`config.mk`:
```
export PLATFORM = sky130hd
export DESIGN_NAME = ssrr_ram
export DESIGN_NICKNAME = d
export VERILOG_FILES = /design/src/rtl/ssrr_ram.sv
export SDC_FILE = /design/constraint.sdc
export NUM_CORES = 2
export LEC_CHECK = 0
export BUFFER_PORTS_ARGS = -buffer_cell sky130_fd_sc_hd__buf_2
export CORE_MARGIN = 3
export CORE_UTILIZATION = 30
export DETAILED_ROUTE_END_ITERATION = 10
export PLACE_DENSITY = 0.48
export RECOVER_POWER = 100
export SYNTH_ARGS = -nofsm -noshare
export SYNTH_HDL_FRONTEND = slang
export SYNTH_SLANG_ARGS = --single-unit
```
`constraint.sdc`:
```
create_clock -name clk -period 7.1 [get_ports clk]
set_clock_uncertainty 0.05 [all_clocks]
set_input_delay 0.71 -clock clk [delete_from_list [all_inputs] [get_ports clk]]
set_output_delay 0.71 -clock clk [all_outputs]
set_load 0.005 [all_outputs]
```
`src/rtl/ssrr_ram.sv`:
```
// generic single port ram with registered read
module ssrr_ram #(
	parameter int WIDTH = 8,
	parameter int DEPTH = 256
) (
	input  logic                     clk,
	input  logic                     we,
	input  logic [$clog2(DEPTH)-1:0] addr,
	input  logic [WIDTH-1:0]         wdata,
	output logic [WIDTH-1:0]         rdata
);
	logic [WIDTH-1:0] mem [DEPTH];

	// write and registered read
	always_ff @(posedge clk) begin
		if (we) mem[addr] <= wdata;
		rdata <= mem[addr];
	end
endmodule

```
Yosys cells after proc, flatten, opt, wreduce, memory -nomap -nowiden
Memories as Yosys holds them, arrays and structs flattened. A register that Yosys moved wholly into a read port is not among the register bits.
Cells that the tools add are included.
{ "word_totals": {"regBits": 0, "rom_bits": 0, "latch_bits": 0, "input_bits": 18, "elab_cells": 3, "ram_bits": 2048, "n_memories": 1} }
{ "op_classes": {"n_bitwise": 0, "n_shift": 0, "n_reduce_logical": 0, "div": 0, "eq_ne": 0, "muxes": 2, "order_cmp": 0, "addsub": 0, "mul": 0} }
{ "mem_list": {"columns": ["name", "words", "word_bits", "rd", "rd_ports_with_merged_regs", "wr", "line", "rtl"], "rows": [
  ["mem", 256, 8, 1, 1, 1, "12", "logic [WIDTH-1:0] mem [DEPTH];"]
]} }
{ "op_table": {"columns": ["op", "count"], "rows": [
  ["$mux W1", 2]
]} }

Longest topological paths before layout
{ "logic_depth": {"word_depth": 2, "ltp_mapped": 10, "depth_no_buf": 5} }

Worst setup path before layout
Ideal clock, no wire load.
{ "synth_timing": {"kind": "input to register", "startpoint": "in addr[1]", "endpoint": "mem mem[111][0] (enable)", "arrival_ns": 2.559, "setup_ns": 0.370, "setup_slack_ns": 4.121, "stages": 9, "cell_sequence": "buf_2 clkbuf_1 clkbuf_1 nand2_1 buf_2 nor2_1 nand2_1 clkbuf_1 nor2_1"} }
{ "synth_lines": {"columns": ["item", "line", "rtl"], "rows": [
  ["start: declaration", "8", "input logic [$clog2(DEPTH)-1:0] addr,"],
  ["end: declaration", "12", null]
]} }
No word-level cell before the write port.

Final worst setup path
{ "layout_timing": {"startpoint": "in addr[1]", "endpoint": "mem mem[143][1] (enable)"} }
No word-level cell before the write port.

==> flow_summary_export.csv <==
group,metric,value,unit
power_and_ir_drop,netSwitchingFraction,21.7,%
timing,fmax,185,MHz
yosys,synth-seq-cells,2056,
cts,cts_tree,"yes",
run_status,outcome,"complete, but fails checks",
route,drc_errors,0,
cts,cts_hold_buf,0,
setup_path,crit_type,"input port to register",
setup_path,path_buf_inv,3,
cts,cts.repair.resized,0,
yosys,synth_area,78500,µm²
flow_run,drv_cap,30,
setup_path,cp_slowest_cell,"clkbuf_2",
finish,multi_input_area,15800,µm²
yosys,synth_ff_type,"edfxtp_1",
timing,worst_pin_slew,5.81,ns
finish,final_util,34.4,%
cts,numCtsBuffers,213,
cts,clk_path_buf_depth,3,
floorplan,core_area,260000,µm²
placed_design,hpwlAfterDp,116,mm
setup_path,critPathArrivalTime,5.83,ns
power_and_ir_drop,p_int,19.7,mW
cts,post_cts_buffers,0,
finish,area_delta_synth_final,13.9,%
setup_path,worst-path-max-fanout,83,
timing,rsz0062_at_grt,"no",
floorplan,start_util,30.2,%
floorplan,fp.dieW,518,µm
route,drt_iter0_drc,3803,
timing,fin_crit_sh,76.3,%
yosys,avgSynthCellArea,22.1,µm²
floorplan,rows,187,
global_route,grt_pass1_vias,38300,
yosys,synth-edff-count,2048,
setup_path,critPathLaunchType,"input port",
placed_design,port_buffers,25,
timing,setup_viol,0,
power_and_ir_drop,p_leak,26.3,nW
floorplan,die_height,518,µm
route,dr.pass1.iters,5,
cts,root_buffer,"clkbuf_16",
setup_path,endpoint_kind,"register",
global_route,grtUsageTotal,15.1,%
finish,nets,3670,
setup_path,r2r_cells,5,
setup_path,cp_cell_sequence,"buf_8 > clkbuf_2 > nand2_1 > nor2_1 > nand2_1 > clkbuf_1 > nor2_1",
power_and_ir_drop,net-switching-power,5.46,mW
cts,numClockSinks,2056,
setup_path,path_depth,7,
cts,clk_pin_slew_worst_paths,0.06,ns
power_and_ir_drop,seq_power_share,53.4,%
yosys,synth_async_sr_flop_share,0,%
timing,finalHoldViolations,0,
global_route,grt_max_degree,192,
finish,drive_gt1_share,23.0,%
power_and_ir_drop,power_density,281,nW/µm²
yosys,syn-num-nets,3565,
global_route,grt_overflow,0,
timing,slew_violations,943,
setup_path,crit_family,"buffers and inverters",
route,wirelength,205,mm
placed_design,gp_congestion,0.755,
finish,instances_no_fill,7325,
hold_path,hold_path.class,"input port to register",
hold_path,holdPathStages,1,
global_route,antenna_found_initial,13,
yosys,synth_warnings,0,
finish,n_fill_cell,24200,
floorplan,io_pins,26,
yosys,synth_cell_types,22,
yosys,yosysSeqAreaShare,78.6,%
power_and_ir_drop,p_comb_share,4.5,%
timing,max-slew-margin-rel,-287,%
route,vias,36500,
finish,seq_area,61700,µm²
power_and_ir_drop,ir_drop,0.000198,V
power_and_ir_drop,clockPowerShare,42.2,%
cts,htree_levels,4,
setup_path,required,7.51,ns
timing,fin_tns_setup,0,ns
setup_path,worst_path_largest_cell_delay,1.93,ns
route,wire_per_inst,28.0,µm
global_route,grt_pass1_wl,292,mm
cts,worstSkewPairLatency,0.86,ns
placed_design,place_inst,6933,
route,antenna_left,0,
yosys,syn_inst,3547,
timing,fin_crit,5.42,ns
route,vias_per_cell,4.98,
run_status,violations,"max-capacitance violations, max-slew violations",
floorplan,fp.dieArea,268000,µm²
-- power by group through the flow --
stage	clock network, mW	logic (mW)	registers (mW)
after floorplan	0	0.594	13.6
after global placement	0	1.15	13.7
after detailed placement	0	1.16	13.7
after CTS	10.9	1.16	13.4
after global routing	11.4	1.21	13.4
final	10.6	1.12	13.4
-- stage by stage --
step | hold WS (ns) | setup slack, ns | total power [mW] | cell area (µm²)
5_1_grt | 0.390 | 1.53 | 26.0 | 89400
6_report | 0.366 | 1.68 | 25.1 | 89400
3_5_place_dp | 0.921 | 2.15 | 14.8 | 83100
2_1_floorplan | 0.759 | 4.12 | 14.2 | 78500
4_1_cts | 0.200 | 3.07 | 25.4 | 89700
3_3_place_gp | 0.901 | 1.80 | 14.8 | 83100
-- cell families (layout without fill, tap and decap cells) --
kind of cell	Yosys count	after routing	share of synthesized area [%]
flip-flops	2056	2056	78.6
AO/OA/AOI/OAI	416	416	3.62
AND/OR/NAND/NOR	330	330	1.73
other	0	4	0
buffers and inverters	233	511	1.40
multiplexers	512	512	14.7
-- cells in the final DEF (no fill, tap or decap), types with 9 or more instances in the layout --
cell type,n
a21oi_1,128
a22oi_1,256
buf_12,17
buf_4,39
bufinv_16,9
clkbuf_1,101
clkbuf_16,213
clkinv_1,60
clkinv_2,31
edfxtp_1,2048
mux4_2,512
nand2_1,26
nand3_1,12
nor2_1,231
nor3_1,30
o41ai_1,25
-- cell type report --
| class | count | share of cell area, % |
|---|---|---|
| inverters | 1 | 0.00420 |
| repair buffers | 122 | 1.06 |
| clock inverters | 120 | 1.11 |
| multi-input cells | 1258 | 17.7 |
| flip-flops and latches | 2056 | 69.0 |
| diodes | 4 | 0.0112 |
| clock buffers | 268 | 6.26 |
| well taps | 3496 | 4.89 |
-- synthesized netlist by cell type (3+ instances only) --
cell	count	share of area, %
nand2_1	28	0.13
nor2b_1	7	0.056
nand2b_1	6	0.048
dfxtp_1	8	0.20
mux4_2	512	15
nand3_1	13	0.083
buf_6	16	0.23
clkbuf_1	145	0.69
and2_1	3	0.024
a22oi_1	256	2.4
nor3_1	30	0.19
a21oi_1	128	0.82
buf_4	16	0.15
nor2_1	232	1.1
nand4_1	8	0.064
o41ai_1	32	0.36
buf_2	36	0.23
buf_1	19	0.091
edfxtp_1	2048	78
-- worst paths after layout --
path	startpoint	end	slack [ns]
max	addr[1]	mem[143][1]	1.68
min	wdata[5]	mem[155][5]	0.37
max reg2reg	mem[15][5]	rdata[5]	3.95
min reg2reg	mem[80][2]	rdata[2]	0.94
-- flip-flops by register name, summed over array words and instances (netlist names) --
| register | count |
|---|---|
| rdata | 8 |
| mem | 2048 |
-- metal layers --
metal	wire length [µm]	track usage (%)	up-vias
li1	-	-	15300
met5	13	0	-
met3	14300	3.61	299
met2	97900	23.8	1116
met1	86200	20.5	19800
met4	6520	5.01	2
Power figures use the tool's default switching activity.
