$ cat src/rtl/ssrr_pkg.sv
// shared types, constants and the leader function for the rrip replacement block
package ssrr_pkg;
	localparam int NUM_SETS_D    = 2048;
	localparam int NUM_WAYS_D    = 16;
	localparam int SIG_BITS_D    = 6;
	localparam int DUEL_BITS_D   = 10;
	localparam int NUM_LEADERS_D = 32;
	localparam int ADDR_BITS_D   = 48;

	localparam logic [1:0] RRPV_TOP    = 2'd3;
	localparam logic [1:0] NEAR_INSERT = 2'd0;
	localparam logic [1:0] FAR_INSERT  = 2'd2;

	localparam logic [1:0] ROLE_FOLLOW = 2'd0;
	localparam logic [1:0] ROLE_SHIP   = 2'd1;
	localparam logic [1:0] ROLE_BRRIP  = 2'd2;

	localparam logic CFG_REUSE_THR  = 1'b0;
	localparam logic CFG_STRIDE_THR = 1'b1;

	typedef enum logic [2:0] {
		ST_CLEAR,
		ST_IDLE,
		ST_READ,
		ST_CNT,
		ST_WRITE
	} state_t;

	// leader role of a set, from the leader index formulas (set count is a power of two)
	function automatic logic [1:0] leader_of(input int set, input int nsets, input int nlead);
		logic [1:0] r;
		r = ROLE_FOLLOW;
		for (int i = 0; i < nlead; i++) begin
			if (r == ROLE_FOLLOW && ((i * 37) & (nsets - 1)) == set) r = ROLE_SHIP;
			if (r == ROLE_FOLLOW && ((i * 71 + 13) & (nsets - 1)) == set) r = ROLE_BRRIP;
		end
		return r;
	endfunction
endpackage

$ cat src/rtl/ssrr_age.sv
// rrip aging and victim search over one set row
module ssrr_age #(
	parameter int NUM_WAYS = 16
) (
	input  logic [2*NUM_WAYS-1:0]       rrpv_row,
	output logic [2*NUM_WAYS-1:0]       aged_row,
	output logic [$clog2(NUM_WAYS)-1:0] victim
);
	localparam int WB = $clog2(NUM_WAYS);
	logic [1:0] top;
	logic [1:0] add;
	logic       found;

	// max rrpv, add so the max reaches the top, first way at top
	always_comb begin
		top = 2'd0;
		for (int w = 0; w < NUM_WAYS; w++)
			if (rrpv_row[2*w +: 2] > top) top = rrpv_row[2*w +: 2];
		add = ssrr_pkg::RRPV_TOP - top;
		victim = '0;
		found = 1'b0;
		for (int w = 0; w < NUM_WAYS; w++) begin
			aged_row[2*w +: 2] = rrpv_row[2*w +: 2] + add;
			if (!found && aged_row[2*w +: 2] == ssrr_pkg::RRPV_TOP) begin
				victim = WB'(w);
				found = 1'b1;
			end
		end
	end
endmodule

$ cat config.mk
export PLATFORM = sky130hd
export DESIGN_NAME = ssrr_age
export DESIGN_NICKNAME = d
export VERILOG_FILES = /design/src/rtl/ssrr_pkg.sv /design/src/rtl/ssrr_age.sv
export SDC_FILE = /design/constraint.sdc
export NUM_CORES = 1
export LEC_CHECK = 0
export ABC_AREA = 0
export BUFFER_PORTS_ARGS = -buffer_cell sky130_fd_sc_hd__buf_2
export CAP_MARGIN = 25
export CORE_ASPECT_RATIO = 0.75
export CORE_MARGIN = 2
export CORE_UTILIZATION = 55
export DETAILED_ROUTE_END_ITERATION = 16
export PLACE_DENSITY = 0.93
export SLEW_MARGIN = 20
export SYNTH_ARGS = -nofsm -noshare
export SYNTH_HDL_FRONTEND = slang
export SYNTH_SLANG_ARGS = --single-unit
$ cat constraint.sdc
create_clock -name vclk -period 30.9
set_input_delay 7.725 -clock vclk [all_inputs]
set_output_delay 7.725 -clock vclk [all_outputs]
set_load 0.01 [all_outputs]
Word level (Yosys, flattened, before mapping)
Index checks and enable logic that the tools add are counted.
{"block": "word_totals", "register_bits": 0, "output_inout_bits": 36, "elab_cells": 125}
{"block": "classes", "n_addsub": 17, "magnitude_cmp": 16, "n_eq_ne": 16, "n_mux": 46, "reduce_logical": 30}
{"op": "$mux 4", "n": 14}
{"op": "$add 2x2->2", "n": 16}
{"op": "$eq 2x2->1 const B", "n": 16}
{"op": "$mux 2", "n": 16}
{"op": "$gt 2x2->1", "n": 15}
{"op": "$mux 1", "n": 16}
{"op": "$logic_and 1x1->1", "n": 15}
{"op": "$logic_not 1->1", "n": 15}
{"op": "$gt 2x1->1 const B", "n": 1}
{"op": "$sub 2x2->2 const A", "n": 1}

Logic depth before layout (Yosys ltp)
Gate-level depths: netlist (run 1).
{"block": "depth", "word_depth": 81, "depth_mapped": 81}

Least setup slack after synthesis (run 1)
No wires, ideal clock.
{"block": "synth_path", "path_kind": "input to output", "start": "input rrpv_row[3]", "end": "output victim[3]", "arrival_ps": 20744, "t_required_ps": 23175, "slack_ps": 2431, "cell_stages": 78, "cell_sequence": "inv_1 > ha_1 > nor2_1 > o22a_2 > nand2_1 > ha_1 > nand2b_1 > and3_1 > a31oi_4 > ha_1 > nand2b_1 > nand2_1 > nand2_1 > o21ai_0 > ha_1 > inv_1 > o22ai_1 > mux2_2 > [... 42 more ...] > ha_1 > inv_1 > o22ai_1 > nor2_1 > a41oi_1 > o21a_1 > ha_1 > nor2b_1 > o21ai_1 > o21a_1 > o2bb2ai_1 > o21ai_2 > a31oi_4 > buf_8 > xnor2_1 > and2_1 > nor3_1 > o31ai_1"}
{"element": "start, declared", "line_no": "ssrr_age.sv:5", "rtl": "input logic [2*NUM_WAYS-1:0] rrpv_row,"}
{"element": "$gt 2x2->1", "line_no": "ssrr_age.sv:18", "rtl": "if (rrpv_row[2*w +: 2] > top) top = rrpv_row[2*w +: 2];"}
{"element": "$mux 2 *", "line_no": "ssrr_age.sv:18"}
{"element": "$gt 2x2->1", "line_no": "ssrr_age.sv:18"}
{"element": "$mux 2 *", "line_no": "ssrr_age.sv:18"}
{"element": "$gt 2x2->1", "line_no": "ssrr_age.sv:18"}
{"element": "$mux 2 *", "line_no": "ssrr_age.sv:18"}
{"element": "$gt 2x2->1", "line_no": "ssrr_age.sv:18"}
{"element": "$mux 2 *", "line_no": "ssrr_age.sv:18"}
{"element": "[... 24 more ...]"}
{"element": "via aged_row[26]", "line_no": "ssrr_age.sv:6", "rtl": "output logic [2*NUM_WAYS-1:0] aged_row,"}
{"element": "[... 1 more ...]"}
{"element": "$logic_and 1x1->1 *", "line_no": "ssrr_age.sv:24", "rtl": "if (!found && aged_row[2*w +: 2] == ssrr_pkg::RRPV_TOP) begin"}
{"element": "$mux 1", "line_no": "ssrr_age.sv:24"}
{"element": "$logic_not 1->1", "line_no": "ssrr_age.sv:24"}
{"element": "$logic_and 1x1->1", "line_no": "ssrr_age.sv:24"}
{"element": "$mux 1", "line_no": "ssrr_age.sv:24"}
{"element": "$logic_not 1->1", "line_no": "ssrr_age.sv:24"}
{"element": "$logic_and 1x1->1", "line_no": "ssrr_age.sv:24"}
{"element": "$mux 4 *", "line_no": "ssrr_age.sv:24"}
{"element": "end, declared", "line_no": "ssrr_age.sv:7", "rtl": "output logic [$clog2(NUM_WAYS)-1:0] victim"}
The timed path passes the listed nets; every way through them passes the cells marked *.

Worst setup path in the final report (run 1)
{"block": "layout_path", "start": "input rrpv_row[3]", "end": "output victim[0]"}
{"block": "layout_between", "elab_chain_len": 79}
{"element": "$gt 2x2->1", "line_no": "ssrr_age.sv:18"}
{"element": "$mux 2", "line_no": "ssrr_age.sv:18"}
{"element": "$gt 2x2->1", "line_no": "ssrr_age.sv:18"}
{"element": "$mux 2", "line_no": "ssrr_age.sv:18"}
{"element": "$gt 2x2->1", "line_no": "ssrr_age.sv:18"}
{"element": "$mux 2", "line_no": "ssrr_age.sv:18"}
{"element": "$gt 2x2->1", "line_no": "ssrr_age.sv:18"}
{"element": "$mux 2", "line_no": "ssrr_age.sv:18"}
{"element": "[... 63 more ...]"}
{"element": "$logic_and 1x1->1", "line_no": "ssrr_age.sv:24"}
{"element": "$mux 1", "line_no": "ssrr_age.sv:24"}
{"element": "$logic_not 1->1", "line_no": "ssrr_age.sv:24"}
{"element": "$logic_and 1x1->1", "line_no": "ssrr_age.sv:24"}
{"element": "$mux 1", "line_no": "ssrr_age.sv:24"}
{"element": "$logic_not 1->1", "line_no": "ssrr_age.sv:24"}
{"element": "$logic_and 1x1->1", "line_no": "ssrr_age.sv:24"}
{"element": "$mux 4 *", "line_no": "ssrr_age.sv:24"}
Every way passes the cells marked *; elsewhere a longest branch is shown, timed or not.

==> impl_metrics.yaml, run 1 <==
power:
  static-leakage-power_nw: 1.591
  power.ir.vdd_worst_mv: 0.03423
  pwr_cell_area_nw_per_um2: 56.14
placement:
  io_buffers: 68
  globalplace.congestion: 0.8902
  dp_hpwl_mm: 5.789
global_route:
  track_usage_pct: 26.36
  wire_length_of_the_first_global_routing_pass_mm: 11.22
  initial_antenna_violation_count: 0
  grt_pass1_vias: 2466
  total_gr_overflow: 0
  grt_start_max_net_pins: 21
drt:
  wl_per_cell_um: 15.39
  first_pass_iters: 8
  detail_route.vias_per_cell: 5.920
  drt_iter0_drc: 245
  drc: 0
  detailroute.via_count: 2812
  final_antenna_net_count: 0
  postRouteWirelength_mm: 7.312
setup_path:
  worst_path_largest_cell_delay_ns: 0.38
  worstPathRequired_ns: 23.18
  critical_path.slowest_cell: "sky130_fd_sc_hd__mux2_2"
  crit_path_end_kind: "output port"
  worst_setup_path_start_kind: "primary input"
  setup.worst_path.class: "in -> out"
  timing.critical_path.arrival_ns: 22.27
  crit_top_cell: "sky130_fd_sc_hd__ha_1"
  path_max_fanout: 12
sta:
  maxClockFrequency_mhz: 33.34
  timing_max_transition_violations_final: 0
  finalSetupViolations: 0
  min_period_ns: 29.99
  fin_setup_tns_ns: 0
  timing_hold_violations_final: 0
  max_slew.worst_pin.slew_ns: 0.5522
  layout_worst_path_cycle_share_pct: 97.06
  fin_worst_hold_slack_ns: 15.82
  relSlewSlack_pct: 63.07
finish:
  area_of_the_multi_input_gates_um2: 2371
  final_nets: 498
  mostFrequentLayoutCell: "sky130_fd_sc_hd__buf_2"
  most_frequent_cells_in_the_layout: "68 x sky130_fd_sc_hd__buf_2, 47 x sky130_fd_sc_hd__inv_1, 46 x sky130_fd_sc_hd__ha_1"
  filler_cell_count: 360
  post_route_cells_drive_above_1_share_pct: 26.32
  layout-area-overhead-vs-synth_pct: 20.28
  clockBufferCount: 0
  num_antenna_cells: 0
  nFlopsAndLatches: 0
  area.sequential_um2: 0
logic_synthesis:
  post_synthesis_cell_count: 347
  postSynthAreaPerCell_um2: 7.309
  warning_count_from_the_yosys_run: 0
  synth-seq-area-share_pct: 0
  synth.lib_cells_used.distinct: 62
  syn-num-nets: 425
  netlist_area_um2: 2536
floorplanning:
  floorplan.initialDensity_pct: 57.11
  die-area_um2: 5176
  dieHeight_um: 62.81
  std_cell_rows: 21
  die-width_um: 82.41
  io-pin-count: 68
  floorplan_core_area_um2: 4441
hold_path:
  hold_depth: 4
  worst_hold_path_type: "in -> out"
run:
  drv.max_cap_violation_count: 0
status:
  status: "complete, no violations"
[cell families (layout without fill, tap and decap cells)]
family,Yosys count,in the layout,synth area share [%]
adder cells (fa/ha/maj),46,46,22.69
multiplexers,13,13,5.328
AND/OR/NAND/NOR,100,100,18.65
buffers and inverters,56,126,9.274
XOR/XNOR,56,56,19.34
AO/OA/AOI/OAI,76,77,24.72
[worst paths after layout]
kind      endpoint          from  slack, ns
max      victim[0]   rrpv_row[3]       0.91
min   aged_row[27]  rrpv_row[26]      15.82
[layout make-up]
cell class                 count  area share [%]
inverter                      48           5.906
tap                           57           2.338
multi-input combinational    292           77.73
timing repair buffer          78           14.03
[power by group]
group | total, W | internal, W | switching [W]
registers | 0 | 0 | 0
clock network | 0 | 0 | 0
logic | 0.000171 | 0.0000747 | 0.0000965
[per-layer routing]
metal / wire length [um] / GRT usage, %
met5: 0 / 0
met3: 564 / 1.734
met2: 3527 / 46.07
met1: 3106 / 36.47
met4: 113 / 1.667
[repair_timing]
item | 4_1_cts | 5_1_grt
endpoints found under the setup margin | 0 | 34
resized for setup | 0 | 13
buffers inserted | 0 | 7
hold buffers | 0 | 0
[synthesized netlist by cell type, drive strengths merged, types with 2 or more instances]
library cell	n	area share, %
nor3	2	0.39
a221oi	2	0.69
nor2b	2	0.49
a32oi	2	0.69
buf	7	2.0
ha	46	23
a31oi	5	2.7
inv	48	7.1
o21bai	8	2.4
a22oi	2	0.59
mux2i	9	3.6
o21a	5	2.1
and3	2	0.49
xnor2	38	13
nand2	37	5.5
xor2	18	6.2
o21ai	10	2.1
o32ai	3	1.3
o22ai	11	3.0
and2	5	1.2
mux2	4	1.8
o211ai	2	0.79
a21oi	6	1.2
o221ai	4	1.4
nor2	25	3.7
nand2b	11	3.0
nand3	10	2.0
o22a	2	0.74
[worst max-delay path, delay by kind of cell]
kind                       cells  cell delay, ns
muxes                          5            1.74
and+or+nand+nor               20            2.21
adders and majority gates     15            3.99
buffers and inverters         12            1.06
AOI/OAI and AO/OA             29            5.48
[stage by stage]
step | std cells | utilization [%] | setup WS (ns) | power (W) | instance area, um^2
after floorplan | 347 | - | 2.431 | 0.0001110 | 2536
after global placement | 467 | 65.65 | 1.028 | 0.0001470 | 2915
after detailed placement | 467 | 65.65 | 0.3291 | 0.0001529 | 2915
after CTS | 467 | 65.65 | 0.2878 | 0.0001537 | 2915
after global routing | 475 | 68.70 | -0.1323 | 0.0001859 | 3050
final | 475 | 68.70 | 0.9097 | 0.0001712 | 3050
Power figures use the tool's default switching activity.
==> run 2: changes to the inputs <==
Settings changed: CORE_ASPECT_RATIO 0.75 to default, RECOVER_POWER from default to 25.
==> run 2 against run 1 <==
Against the previous run: via count shrank 4.0%; sequential share of layout area is the same; routed wire length shrank 11%; global-route usage shrank 2.0 points; power shrank 3.9%; final cell count shrank 1.5%; critical path type unchanged; critical endpoint unchanged.
==> impl_metrics.yaml, run 2 (synthesis results as in run 1) <==
status:
  status: "complete, no violations"
setup_path:
  setup.worst_path.end: "victim[0]"
  worst_setup_path_start_kind: "primary input"
  timing.critical_path.arrival_ns: 22.27
  setup.worst_path.class: "in -> out"
  worstPathRequired_ns: 23.18
  crit_top_cell: "sky130_fd_sc_hd__ha_1"
  worst_path_largest_cell_delay_ns: 0.40
  crit_path_end_kind: "output port"
  critical_path.startpoint: "rrpv_row[3]"
  critical_path.slowest_cell: "sky130_fd_sc_hd__or3_4"
  path_max_fanout: 11
run:
  drv.max_cap_violation_count: 0
clocking:
  ctsHoldBuffers: 0
sta:
  layout_worst_path_cycle_share_pct: 97.07
  relSlewSlack_pct: 66.94
  timing_max_transition_violations_final: 0
  fin_ws_ns: 0.9052
  maxClockFrequency_mhz: 33.34
  min_period_ns: 29.99
  finalSetupViolations: 0
  timing_hold_violations_final: 0
  fin_worst_hold_slack_ns: 15.80
  max_slew.worst_pin.slew_ns: 0.4923
  fin_setup_tns_ns: 0
drt:
  wl_met3_um: 347
  topRoutingLayerUsed: "met4"
  final_antenna_net_count: 0
  met2_length_mm: 3.391
  drt_iter0_drc: 193
  wl_per_cell_um: 13.93
  detailroute.via_count: 2699
  drt-met1-wl_mm: 2.712
  postRouteWirelength_mm: 6.519
  detail_route.vias_per_cell: 5.767
  drc: 0
  first_pass_iters: 4
global_route:
  wire_length_of_the_first_global_routing_pass_mm: 10.69
  total_gr_overflow: 0
  grt_pass1_vias: 2500
  grt_start_max_net_pins: 20
  track_usage_pct: 24.39
  initial_antenna_violation_count: 0
floorplanning:
  floorplan_core_area_um2: 4384
  floorplan.initialDensity_pct: 57.85
  dieHeight_um: 71.91
  io-pin-count: 68
  die-width_um: 71.91
  die-area_um2: 5170
  std_cell_rows: 24
power:
  power.ir.vdd_worst_mv: 0.04141
  static-leakage-power_nw: 1.577
  pwr_cell_area_nw_per_um2: 54.92
finish:
  post_route_cells_drive_above_1_share_pct: 24.28
  area.sequential_um2: 0
  clockBufferCount: 0
  layout-area-overhead-vs-synth_pct: 18.20
  most_frequent_cells_in_the_layout: "68 x sky130_fd_sc_hd__buf_2, 47 x sky130_fd_sc_hd__inv_1, 46 x sky130_fd_sc_hd__ha_1"
  final_nets: 496
  num_antenna_cells: 0
  filler_cell_count: 358
  postLayoutCellArea_um2: 2998
  mostFrequentLayoutCell: "sky130_fd_sc_hd__buf_2"
  nFlopsAndLatches: 0
  final_util_pct: 68.38
placement:
  dp_hpwl_mm: 5.541
  io_buffers: 68
  dpl_cell_area_um2: 2909
  globalplace.congestion: 0.9353
  pre_cts_slack_ns: 0.3710
hold_path:
  worst_hold_path_type: "in -> out"
run 2: cell type report:
class	instances	area (um^2)	area share [%]
Timing Repair Buffer	77	424.2	14.15
Tap cell	52	65.06	2.170
Inverter	48	180.2	6.010
Multi-Input combinational cell	291	2328	77.67
run 2: power by group:
group          total (W)  internal, W  switching, W
sequential             0            0             0
combinational   0.000165    0.0000739     0.0000907
clock                  0            0             0
run 2: worst min path at each step:
| stage | start | to | slack [ns] | cells after the start |
|---|---|---|---|---|
| floorplan | rrpv_row[0] | aged_row[1] | 15.59 | 2 |
| global placement | rrpv_row[10] | aged_row[11] | 15.80 | 4 |
| detailed placement | rrpv_row[10] | aged_row[11] | 15.80 | 4 |
| CTS | rrpv_row[10] | aged_row[11] | 15.81 | 4 |
| global route | rrpv_row[28] | aged_row[29] | 15.83 | 4 |
| finish | rrpv_row[10] | aged_row[11] | 15.80 | 4 |
run 2: critical path, delay by kind of cell:
kind	cells	cell delay [ns]
mux	4	1.31
compound gates	28	5.44
simple gates	21	2.55
xor+xnor	1	0.16
buf+inv	12	1.05
fa+ha+maj	15	3.96
run 2: metrics by stage:
stage	std cells	power (W)
4_1_cts	462	0.0001526
6_report	468	0.0001646
2_1_floorplan	347	0.0001110
5_1_grt	468	0.0001801
3_3_place_gp	462	0.0001463
3_5_place_dp	462	0.0001515
run 2: what timing repair did:
item,CTS,global route
setup endpoints to repair,0,26
gates resized for setup,0,7
endpoints found under the hold margin,0,0
buffers inserted,0,6
run 2: layer usage:
metal	GRT usage, %	up-vias
met1	29.12	1263
met2	49.69	93
met3	0.5556	8
met4	2.096	0
li1	-	1335
met5	0	-
